$ cat src/design/tcw_pkg.sv
// tcw_pkg: shared sizes, codes and payload types of the text console writer
// no dependencies; used by tcw_ctrl and text_console_writer

package tcw_pkg;

    localparam int COLUMNS = 80;
    localparam int ROWS    = 25;
    localparam int CELLS   = COLUMNS * ROWS;

    localparam int CELL_W = 16;
    localparam int COL_W  = 7;
    localparam int ROW_W  = 5;
    localparam int ATTR_W = 8;
    localparam int ADDR_W = $clog2(CELLS);
    localparam int IDX_W  = $clog2(CELLS + 1);

    localparam logic [CELL_W-1:0] BLANK_CELL   = 16'h0020;
    localparam logic [CELL_W-1:0] ZERO_CELL    = 16'h0000;
    localparam logic [7:0]        NEWLINE_BYTE = 8'h0A;
    localparam logic [ATTR_W-1:0] ATTR_RESET   = 8'h07;

    localparam logic [COL_W:0] COLS_V = (COL_W + 1)'(COLUMNS);
    localparam logic [ROW_W:0] ROWS_V = (ROW_W + 1)'(ROWS);

    typedef enum logic [2:0] {
        ACT_APPEND_CELL = 3'd0,
        ACT_APPEND_CHAR = 3'd1,
        ACT_PUT_AT      = 3'd2,
        ACT_READ_AT     = 3'd3,
        ACT_CLEAR       = 3'd4
    } t_action;

    typedef enum logic [2:0] {
        S_CLEAR,
        S_IDLE,
        S_EXEC,
        S_RWAIT,
        S_SCROLL,
        S_FILL
    } t_state;

    typedef struct packed {
        logic [2:0]        action;
        logic [CELL_W-1:0] cell_req;
        logic [COL_W-1:0]  column;
        logic [ROW_W-1:0]  row;
        logic              end_of_write;
    } t_req;

    typedef struct packed {
        logic [CELL_W-1:0] read_cell;
        logic [ROW_W-1:0]  cursor_row;
        logic [COL_W-1:0]  cursor_column;
        logic              scrolled;
        logic              write_done;
    } t_rsp;

    typedef struct packed {
        logic              we;
        logic [ADDR_W-1:0] waddr;
        logic [CELL_W-1:0] wdata;
        logic              re;
        logic [ADDR_W-1:0] raddr;
    } t_ram_req;

endpackage

$ cat src/design/tcw_ctrl.sv
// tcw_ctrl: sequencer for the text console writer, cursor, sweeps and result register
// depends on tcw_pkg; drives the screen ram through a t_ram_req struct

module tcw_ctrl (
    input  logic                          i_clk,
    input  logic                          i_rst_n,
    input  logic                          i_start,
    input  tcw_pkg::t_req                 i_req,
    input  logic [tcw_pkg::ATTR_W-1:0]    i_attr,
    input  logic [tcw_pkg::CELL_W-1:0]    i_rdata,
    output tcw_pkg::t_ram_req             o_ram,
    output logic                          o_busy,
    output logic                          o_strobe,
    output tcw_pkg::t_rsp                 o_rsp
);

    tcw_pkg::t_state r_state, n_state;
    tcw_pkg::t_req   r_req;
    tcw_pkg::t_rsp   r_rsp, n_rsp;

    logic [tcw_pkg::ROW_W-1:0] r_cur_row, n_cur_row;
    logic [tcw_pkg::COL_W-1:0] r_cur_col, n_cur_col;
    logic [tcw_pkg::IDX_W-1:0] r_idx, n_idx;
    logic                      r_from_cmd, n_from_cmd;
    logic                      r_strobe, n_strobe;

    logic [tcw_pkg::CELL_W-1:0] app_cell;
    logic                       is_append;
    logic                       is_newline;
    logic [tcw_pkg::COL_W:0]    col_inc;
    logic [tcw_pkg::ROW_W:0]    row_inc;
    logic                       col_wrap;
    logic                       need_scroll;
    logic                       in_range;
    logic [tcw_pkg::ADDR_W-1:0] cur_addr;
    logic [tcw_pkg::ADDR_W-1:0] place_addr;
    logic                       idx_last;

    assign app_cell = (r_req.action == tcw_pkg::ACT_APPEND_CHAR)
                    ? {i_attr, r_req.cell_req[7:0]} : r_req.cell_req;
    assign is_append = (r_req.action == tcw_pkg::ACT_APPEND_CELL)
                    || (r_req.action == tcw_pkg::ACT_APPEND_CHAR);
    assign is_newline = (app_cell[7:0] == tcw_pkg::NEWLINE_BYTE);
    assign col_inc = {1'b0, r_cur_col} + 1'b1;
    assign row_inc = {1'b0, r_cur_row} + 1'b1;
    assign col_wrap = (col_inc >= tcw_pkg::COLS_V);
    // a newline or a wrap on the bottom row runs off the screen
    assign need_scroll = (is_newline || col_wrap) && (row_inc == tcw_pkg::ROWS_V);
    assign in_range = (32'(r_req.column) < tcw_pkg::COLUMNS)
                   && (32'(r_req.row) < tcw_pkg::ROWS);
    assign cur_addr = tcw_pkg::ADDR_W'(r_cur_row) * tcw_pkg::ADDR_W'(tcw_pkg::COLUMNS)
                    + tcw_pkg::ADDR_W'(r_cur_col);
    assign place_addr = tcw_pkg::ADDR_W'(r_req.row) * tcw_pkg::ADDR_W'(tcw_pkg::COLUMNS)
                      + tcw_pkg::ADDR_W'(r_req.column);
    assign idx_last = (r_idx == tcw_pkg::IDX_W'(tcw_pkg::CELLS - 1));

    // next state
    always_comb begin
        n_state = r_state;
        unique case (r_state)
            tcw_pkg::S_CLEAR: begin
                if (idx_last) begin
                    n_state = tcw_pkg::S_IDLE;
                end
            end
            tcw_pkg::S_IDLE: begin
                if (i_start) begin
                    n_state = tcw_pkg::S_EXEC;
                end
            end
            tcw_pkg::S_EXEC: begin
                n_state = tcw_pkg::S_IDLE;
                case (r_req.action) inside
                    tcw_pkg::ACT_APPEND_CELL, tcw_pkg::ACT_APPEND_CHAR: begin
                        if (need_scroll) begin
                            n_state = tcw_pkg::S_SCROLL;
                        end
                    end
                    tcw_pkg::ACT_READ_AT: begin
                        if (in_range) begin
                            n_state = tcw_pkg::S_RWAIT;
                        end
                    end
                    tcw_pkg::ACT_CLEAR: n_state = tcw_pkg::S_CLEAR;
                    default: n_state = tcw_pkg::S_IDLE;
                endcase
            end
            tcw_pkg::S_RWAIT: n_state = tcw_pkg::S_IDLE;
            tcw_pkg::S_SCROLL: begin
                if (r_idx == tcw_pkg::IDX_W'(tcw_pkg::CELLS)) begin
                    n_state = tcw_pkg::S_FILL;
                end
            end
            tcw_pkg::S_FILL: begin
                if (idx_last) begin
                    n_state = tcw_pkg::S_IDLE;
                end
            end
            default: n_state = tcw_pkg::S_IDLE;
        endcase
    end

    // datapath, memory access and result
    always_comb begin
        n_cur_row  = r_cur_row;
        n_cur_col  = r_cur_col;
        n_idx      = r_idx;
        n_from_cmd = r_from_cmd;
        n_strobe   = 1'b0;
        n_rsp      = r_rsp;
        o_ram      = '0;

        unique case (r_state)
            tcw_pkg::S_CLEAR: begin
                o_ram.we    = 1'b1;
                o_ram.waddr = r_idx[tcw_pkg::ADDR_W-1:0];
                o_ram.wdata = tcw_pkg::BLANK_CELL;
                n_idx       = r_idx + 1'b1;
                if (idx_last) begin
                    n_strobe = r_from_cmd;
                end
            end
            tcw_pkg::S_IDLE: begin
                n_idx = '0;
            end
            tcw_pkg::S_EXEC: begin
                n_strobe = 1'b1;
                case (r_req.action) inside
                    tcw_pkg::ACT_APPEND_CELL, tcw_pkg::ACT_APPEND_CHAR: begin
                        if (is_newline || col_wrap) begin
                            n_cur_col = '0;
                            n_cur_row = need_scroll ? tcw_pkg::ROW_W'(tcw_pkg::ROWS - 1)
                                                    : row_inc[tcw_pkg::ROW_W-1:0];
                        end else begin
                            n_cur_col = col_inc[tcw_pkg::COL_W-1:0];
                        end
                        if (!is_newline) begin
                            o_ram.we    = 1'b1;
                            o_ram.waddr = cur_addr;
                            o_ram.wdata = app_cell;
                        end
                        if (need_scroll) begin
                            n_strobe = 1'b0;
                            n_idx    = tcw_pkg::IDX_W'(tcw_pkg::COLUMNS);
                        end
                    end
                    tcw_pkg::ACT_PUT_AT: begin
                        o_ram.we    = in_range;
                        o_ram.waddr = place_addr;
                        o_ram.wdata = r_req.cell_req;
                    end
                    tcw_pkg::ACT_READ_AT: begin
                        o_ram.re    = in_range;
                        o_ram.raddr = place_addr;
                        n_strobe    = !in_range;
                    end
                    tcw_pkg::ACT_CLEAR: begin
                        n_strobe   = 1'b0;
                        n_cur_row  = '0;
                        n_cur_col  = '0;
                        n_idx      = '0;
                        n_from_cmd = 1'b1;
                    end
                    default: n_strobe = 1'b1;
                endcase
                n_rsp.read_cell     = tcw_pkg::ZERO_CELL;
                n_rsp.cursor_row    = n_cur_row;
                n_rsp.cursor_column = n_cur_col;
                n_rsp.scrolled      = need_scroll && is_append;
                n_rsp.write_done    = r_req.end_of_write;
            end
            tcw_pkg::S_RWAIT: begin
                n_strobe        = 1'b1;
                n_rsp.read_cell = i_rdata;
            end
            tcw_pkg::S_SCROLL: begin
                // read one cell ahead, write the previous read one row up
                o_ram.re    = (r_idx != tcw_pkg::IDX_W'(tcw_pkg::CELLS));
                o_ram.raddr = r_idx[tcw_pkg::ADDR_W-1:0];
                o_ram.we    = (r_idx != tcw_pkg::IDX_W'(tcw_pkg::COLUMNS));
                o_ram.waddr = tcw_pkg::ADDR_W'(r_idx - tcw_pkg::IDX_W'(tcw_pkg::COLUMNS + 1));
                o_ram.wdata = i_rdata;
                if (r_idx == tcw_pkg::IDX_W'(tcw_pkg::CELLS)) begin
                    n_idx = tcw_pkg::IDX_W'(tcw_pkg::CELLS - tcw_pkg::COLUMNS);
                end else begin
                    n_idx = r_idx + 1'b1;
                end
            end
            tcw_pkg::S_FILL: begin
                o_ram.we    = 1'b1;
                o_ram.waddr = r_idx[tcw_pkg::ADDR_W-1:0];
                o_ram.wdata = tcw_pkg::ZERO_CELL;
                n_idx       = r_idx + 1'b1;
                n_strobe    = idx_last;
            end
            default: n_strobe = 1'b0;
        endcase
    end

    always_ff @(posedge i_clk) begin
        if (!i_rst_n) begin
            r_state    <= tcw_pkg::S_CLEAR;
            r_cur_row  <= '0;
            r_cur_col  <= '0;
            r_idx      <= '0;
            r_from_cmd <= 1'b0;
            r_strobe   <= 1'b0;
        end else begin
            r_state    <= n_state;
            r_cur_row  <= n_cur_row;
            r_cur_col  <= n_cur_col;
            r_idx      <= n_idx;
            r_from_cmd <= n_from_cmd;
            r_strobe   <= n_strobe;
        end
    end

    always_ff @(posedge i_clk) begin
        r_rsp <= n_rsp;
        if (r_state == tcw_pkg::S_IDLE && i_start) begin
            r_req <= i_req;
        end
    end

    assign o_busy   = (r_state != tcw_pkg::S_IDLE);
    assign o_strobe = r_strobe;
    assign o_rsp    = r_rsp;

endmodule

$ cat config.mk
export PLATFORM = sky130hd
export DESIGN_NAME = tcw_ctrl
export DESIGN_NICKNAME = d
export VERILOG_FILES = /design/src/design/tcw_pkg.sv /design/src/design/tcw_ctrl.sv
export SDC_FILE = /design/constraint.sdc
export NUM_CORES = 1
export LEC_CHECK = 0
export BUFFER_PORTS_ARGS = -buffer_cell sky130_fd_sc_hd__clkbuf_2
export CORE_MARGIN = 2
export CORE_UTILIZATION = 40
export CTS_BUF_LIST = sky130_fd_sc_hd__clkbuf_2
export CTS_CLUSTER_SIZE = 10
export DETAILED_ROUTE_END_ITERATION = 16
export SETUP_SLACK_MARGIN = 0.1
export SYNTH_ARGS = -nofsm -noshare
export SYNTH_HDL_FRONTEND = slang
export SYNTH_SLANG_ARGS = --single-unit
$ cat constraint.sdc
create_clock -name i_clk -period 3.7 [get_ports i_clk]
set_input_delay 0.925 -clock i_clk [delete_from_list [all_inputs] [get_ports i_clk]]
set_output_delay 0.925 -clock i_clk [all_outputs]
set_load 0.05 [all_outputs]
======== Word-level counts from Yosys, hierarchy flattened ========
Cells that the tools add are included.
cells by class
  $add $sub $neg .......................... 6
  bitwise gates (word level) .............. 3
  reductions and logical operators ........ 16
  mux-type cells .......................... 44
  equality and inequality tests ........... 23
  order comparisons ....................... 3
  multipliers ............................. 2
operators by type and width
  operator                                                                   count
  28-bit one-hot mux with 4 select lines                                     1
  28-bit two-way mux                                                         3
  11-bit two-way mux                                                         6
  11-bit one-hot mux with 4 select lines                                     1
  12-bit two-way mux                                                         3
  7-bit two-way mux                                                          5
  16-bit one-hot mux with 2 select lines                                     1
  5-bit two-way mux                                                          6
  12-bit one-hot mux with 2 select lines                                     1
  11-bit by 7-bit adder with 11-bit output                                   2
  11-bit equality test (second input constant)                               2
  16-bit two-way mux                                                         1
  3-bit two-way mux                                                          5
  5-bit by 3-bit multiplier with 7-bit output (second input constant)        2
  3-bit by 2-bit equality test with 1-bit output (second input constant)     4
  3-bit one-hot mux with 4 select lines                                      1
  11-bit by 1-bit adder with 11-bit output (second input constant)           1
  11-bit inequality test (second input constant)                             1
  11-bit by 7-bit inequality test with 1-bit output (second input constant)  1
  11-bit by 7-bit subtractor with 11-bit output (second input constant)      1
  5-bit AND reduction                                                        2
  3-bit equality test (second input constant)                                3
  3-bit by 2-bit inequality test with 1-bit output (second input constant)   3
  7-bit by 1-bit adder with 8-bit output (second input constant)             1
  other kinds (23)                                                           40
storage, ports and cells
  flip-flop bits (word level) ............. 90
  output and inout bits ................... 72
  word-level logic and storage cells ...... 113
  input port bits ......................... 59

======== Depth between registers and ports, before layout ========
  word-level depth ........................ 8
  depth in mapped cells ................... 8
  gate-level depth less buffers ........... 8

======== Least setup slack after synthesis ========
No wires, ideal clock.
  kind .................................... reg2out
  start point ............................. register r_req[2] (netlist bit)
  end point ............................... output port o_ram[37] (netlist bit)
  path buffers ............................ 0
  data required time ...................... 2.775 ns
  data arrival time ....................... 3.010 ns
  cell stages (with the launch flop) ...... 8
  path slack .............................. -0.235 ns
  cells stage by stage .................... edfxtp_1 ha_1 ha_1 fa_1 nand2_1 o21ai_0 a21oi_1 o31ai_1
RTL lines
  element                 line             text
  from (decl)             tcw_ctrl.sv:18   tcw_pkg::t_req r_req;
  from (signal assigned)  tcw_ctrl.sv:221  r_req <= i_req;
  to (decl)               tcw_ctrl.sv:11   output tcw_pkg::t_ram_req o_ram,

==> summary.txt <==
Setup crit end kind = output pin
Share of total power in the clock network = 13.8%
Number of synthesized flops with an enable pin = 62
Vertical die dimension = 122 microns
Area of the mapped netlist = 5590 sq um
Min-Delay Startpoint = i_req[19]
Post-Route Setup TNS = -1180 ps
Proportion of synthesized flip-flops having asynchronous set or reset = 0%
Post-synthesis mux area share = 2.17%
RSZ-0062 raised after global routing = yes
Dominant cells by area after synthesis = edfxtp_1, dfxtp_1, ha_1, a22o_1, nand2_1
Floorplan die area = 14900 sq um
First-pass iteration count of the detailed router = 6
Cell taking the most area after synthesis = edfxtp_1
Row count = 43
Met1 global-route usage = 30.6%
Met3 Resource Use GR = 4.04%
Leakage = 2.91 nW
CTS sink count = 90
Die span in x = 122 microns
Worst R2R Start = r_cur_col[0]$_SDFFE_PN0P_
Comb power frac = 51.4%
Layout area overhead = 26.7%
Xor-xnor portion of the synthesized cell area = 2.37%
Final WS setup = -298 ps
Sequential cell fraction of total power = 34.8%
Capturing point of the worst reg2reg path = o_rsp[9]$_DFFE_PP_
Switching share of power = 46.9%
Clock network latency to the later pin of the worst-skew pair = 630 ps
Largest family of logic cells by synthesized area = compound AO/OA/AOI/OAI gates
Portion of synthesized cell area occupied by the leading cell type = 33.3%
Number of routed nets with antenna violations = 0
Crit path max fanout = 3
Mapped Cells = 553
Most repeated cell in the gate-level netlist after synthesis = edfxtp_1
Clock Tree Buf Depth = 2
Maximum clock frequency = 250 MHz
Mean instance size in the synthesized netlist = 10.1 sq um
Final #Nets = 783
Pin count of the biggest net entering global routing = 33
Most frequent cells after synthesis = edfxtp_1, nand2_1, o21ai_0
Worst Hold Endpoint = r_req[19]$_DFFE_PP_
Reported max-cap violation count = 0
Cell depth of the worst min-delay path = 1
Fill cells = 1287
# DRC = 0
End-of-flow core utilization = 51.5%
Vias in the first global route = 5048
Status = complete, but fails checks
IO buf count = 130
Rel. slew slack = 22.0%
Placed cell count = 845
Register area share after synthesis = 43.3%
Max VDD drop = 264 uV
CP startpoint kind = flop
Number of distinct library cell variants in the gate-level netlist after synthesis = 81
CTS H-tree depth = 3
Fraction of the mapped netlist area in compound gates = 24.9%
Initial drt markers = 499
Worst Path Class, Setup = flop to output pin
Non-filler instance count after layout = 882
GR met2 Demand/Resource = 38.9%
Final HPWL DP = 12500 microns
Remaining global-route overflow = 0
Number of vias in the routed layout = 5274
Clk root buf = clkbuf_2
GRT Resource Usage Total = 23.8%
Final Cycle Share = 108%
Hold Fails Final Rpt = 0
Finish-stage setup viols = 5
Worst-case register-to-register setup slack = 850 ps
Switching component of the power = 1.74 mW
Number of primary I/O pins = 131
Post-CTS Hold Buffers = 0
CTS tree = built
Type of the tightest min-delay check = primary input to flop
Clock-pin slew reported for the worst setup and hold paths after clock tree synthesis = 260 ps
Minimum clock period after layout = 4000 ps
Violated checks = negative setup slack
Final number of max-transition violations = 0
Cell area power density = 525 nW/um^2
Post-synthesis share of cell area spent on full adders, half adders and majority gates = 6.80%
Layout cells sized above 1 = 37.4%
Count of state elements after synthesis = 90
Vias per cell = 5.98
R2R depth = 6
GP Congestion = 0.903
Layer carrying the most global-route usage = met2
Required time reported for the critical path endpoint = 2770 ps
Primary FF master, synth = edfxtp_1
Total CTS buffers = 9
Starting utilization of the core area = 40.6%
Yosys warns = 0
Worst Max-Slew Pin Slew = 1170 ps
Post-Synthesis Net Count = 640
Number of antenna violations at the first check in global routing = 1
Average wire per standard cell = 19.8 microns
Data arrival at the endpoint of the critical path = 3070 ps
Wire length of the first global-routing pass = 27000 microns
Worst clock skew = 40.1 ps
Post-Synth Simple-Gate Area = 15.9%
Total detailed-routing wirelength = 17400 microns
Internal power = 1.98 mW
Placeable core region = 13800 sq um
## what timing repair did
item,in CTS,in global routing
hold endpoints to repair,0,0
gates resized for setup,59,45
endpoints found under the setup margin,38,31
setup buffers,9,11
pin swaps,18,12
## power groups by stage
stage               Clock [mW]  Combinational, mW  Sequential, mW
floorplan                    0               1.17            1.31
global route             0.563               2.03            1.31
global placement             0               1.63            1.31
CTS                      0.529               1.78            1.29
detailed placement           0               1.65            1.31
finish                   0.515               1.91            1.29
## worst max-delay path, cell delays in order, from the launching register on
cell and delay [ps]:
edfxtp_1 480, ha_4 270, ha_4 160, fa_2 580, nand2_4 70, nor3b_2 170, xnor3_1 260, mux2i_1 200
o22ai_2 110, buf_8 170
## worst max-delay path by stage
stage / startpoint / depth (start not counted) / to
floorplan: r_req[31]$_DFFE_PP_ / 5 / o_ram[20]
detailed placement: r_cur_row[1]$_SDFFE_PN0P_ / 9 / o_ram[38]
global route: r_req[4]$_DFFE_PP_ / 9 / o_ram[38]
CTS: r_req[4]$_DFFE_PP_ / 9 / o_ram[38]
global placement: r_cur_row[1]$_SDFFE_PN0P_ / 9 / o_ram[38]
finish: r_req[4]$_DFFE_PP_ / 9 / o_ram[38]
## sequential cells by signal, indices dropped and copies added, names as in the netlist
name / count
r_req: 32
o_rsp: 30
r_idx: 11
r_cur_col: 7
r_cur_row: 5
r_state: 3
o_strobe: 1
r_from_cmd: 1
## layout by cell type (no fill, tap or decap), types with 11 or more instances in the layout
cell        n
mux2i_1    11
nand3_1    14
o21ai_0    28
nor2_1     22
edfxtp_1   62
a21o_1     11
and3_1     24
a21oi_1    22
nand2_1    42
a31oi_1    21
buf_4      43
ha_1       18
dfxtp_1    19
inv_1      12
clkbuf_2  122
a22o_1     20
## final cells by class
type | count | area, sq um | area share (%)
Tap cell | 180 | 225 | 3.18
Inverter | 14 | 52.6 | 0.741
Clock buffer | 11 | 55.1 | 0.777
Sequential cell | 90 | 2440 | 34.5
Timing Repair Buffer | 174 | 1080 | 15.2
Multi-Input combinational cell | 407 | 3170 | 44.8
Clock inverter | 5 | 56.3 | 0.794
Antenna cell | 1 | 2.50 | 0.0353
## per-layer routing
metal | routed length (microns) | up-vias | part of all wire (%)
met5 | 0 | - | 0
met4 | 613 | 0 | 3.5
met3 | 1210 | 43 | 7.0
met2 | 8490 | 239 | 49
met1 | 7120 | 2547 | 41
li1 | - | 2445 | -
## cell families (layout without fill, tap and decap cells)
kind of cell,Yosys count,after routing
other,0,1
AO/OA/AOI/OAI,190,190
XOR/XNOR,12,12
multiplexers,12,12
flip-flops,90,90
adder cells (fa/ha/maj),28,28
AND/OR/NAND/NOR,165,165
buffers and inverters,56,204
## through the flow
step / power [mW] / setup WS, ps / hold slack, ps / area, sq um
after floorplan: 2.49 / 129 / 400 / 5600
after global placement: 2.94 / 111 / 407 / 6470
after detailed placement: 2.95 / 72.3 / 428 / 6470
after CTS: 3.60 / -338 / 412 / 6870
after global routing: 3.90 / -464 / 416 / 7090
final: 3.72 / -298 / 450 / 7090
(Power assumes the default switching activity.)
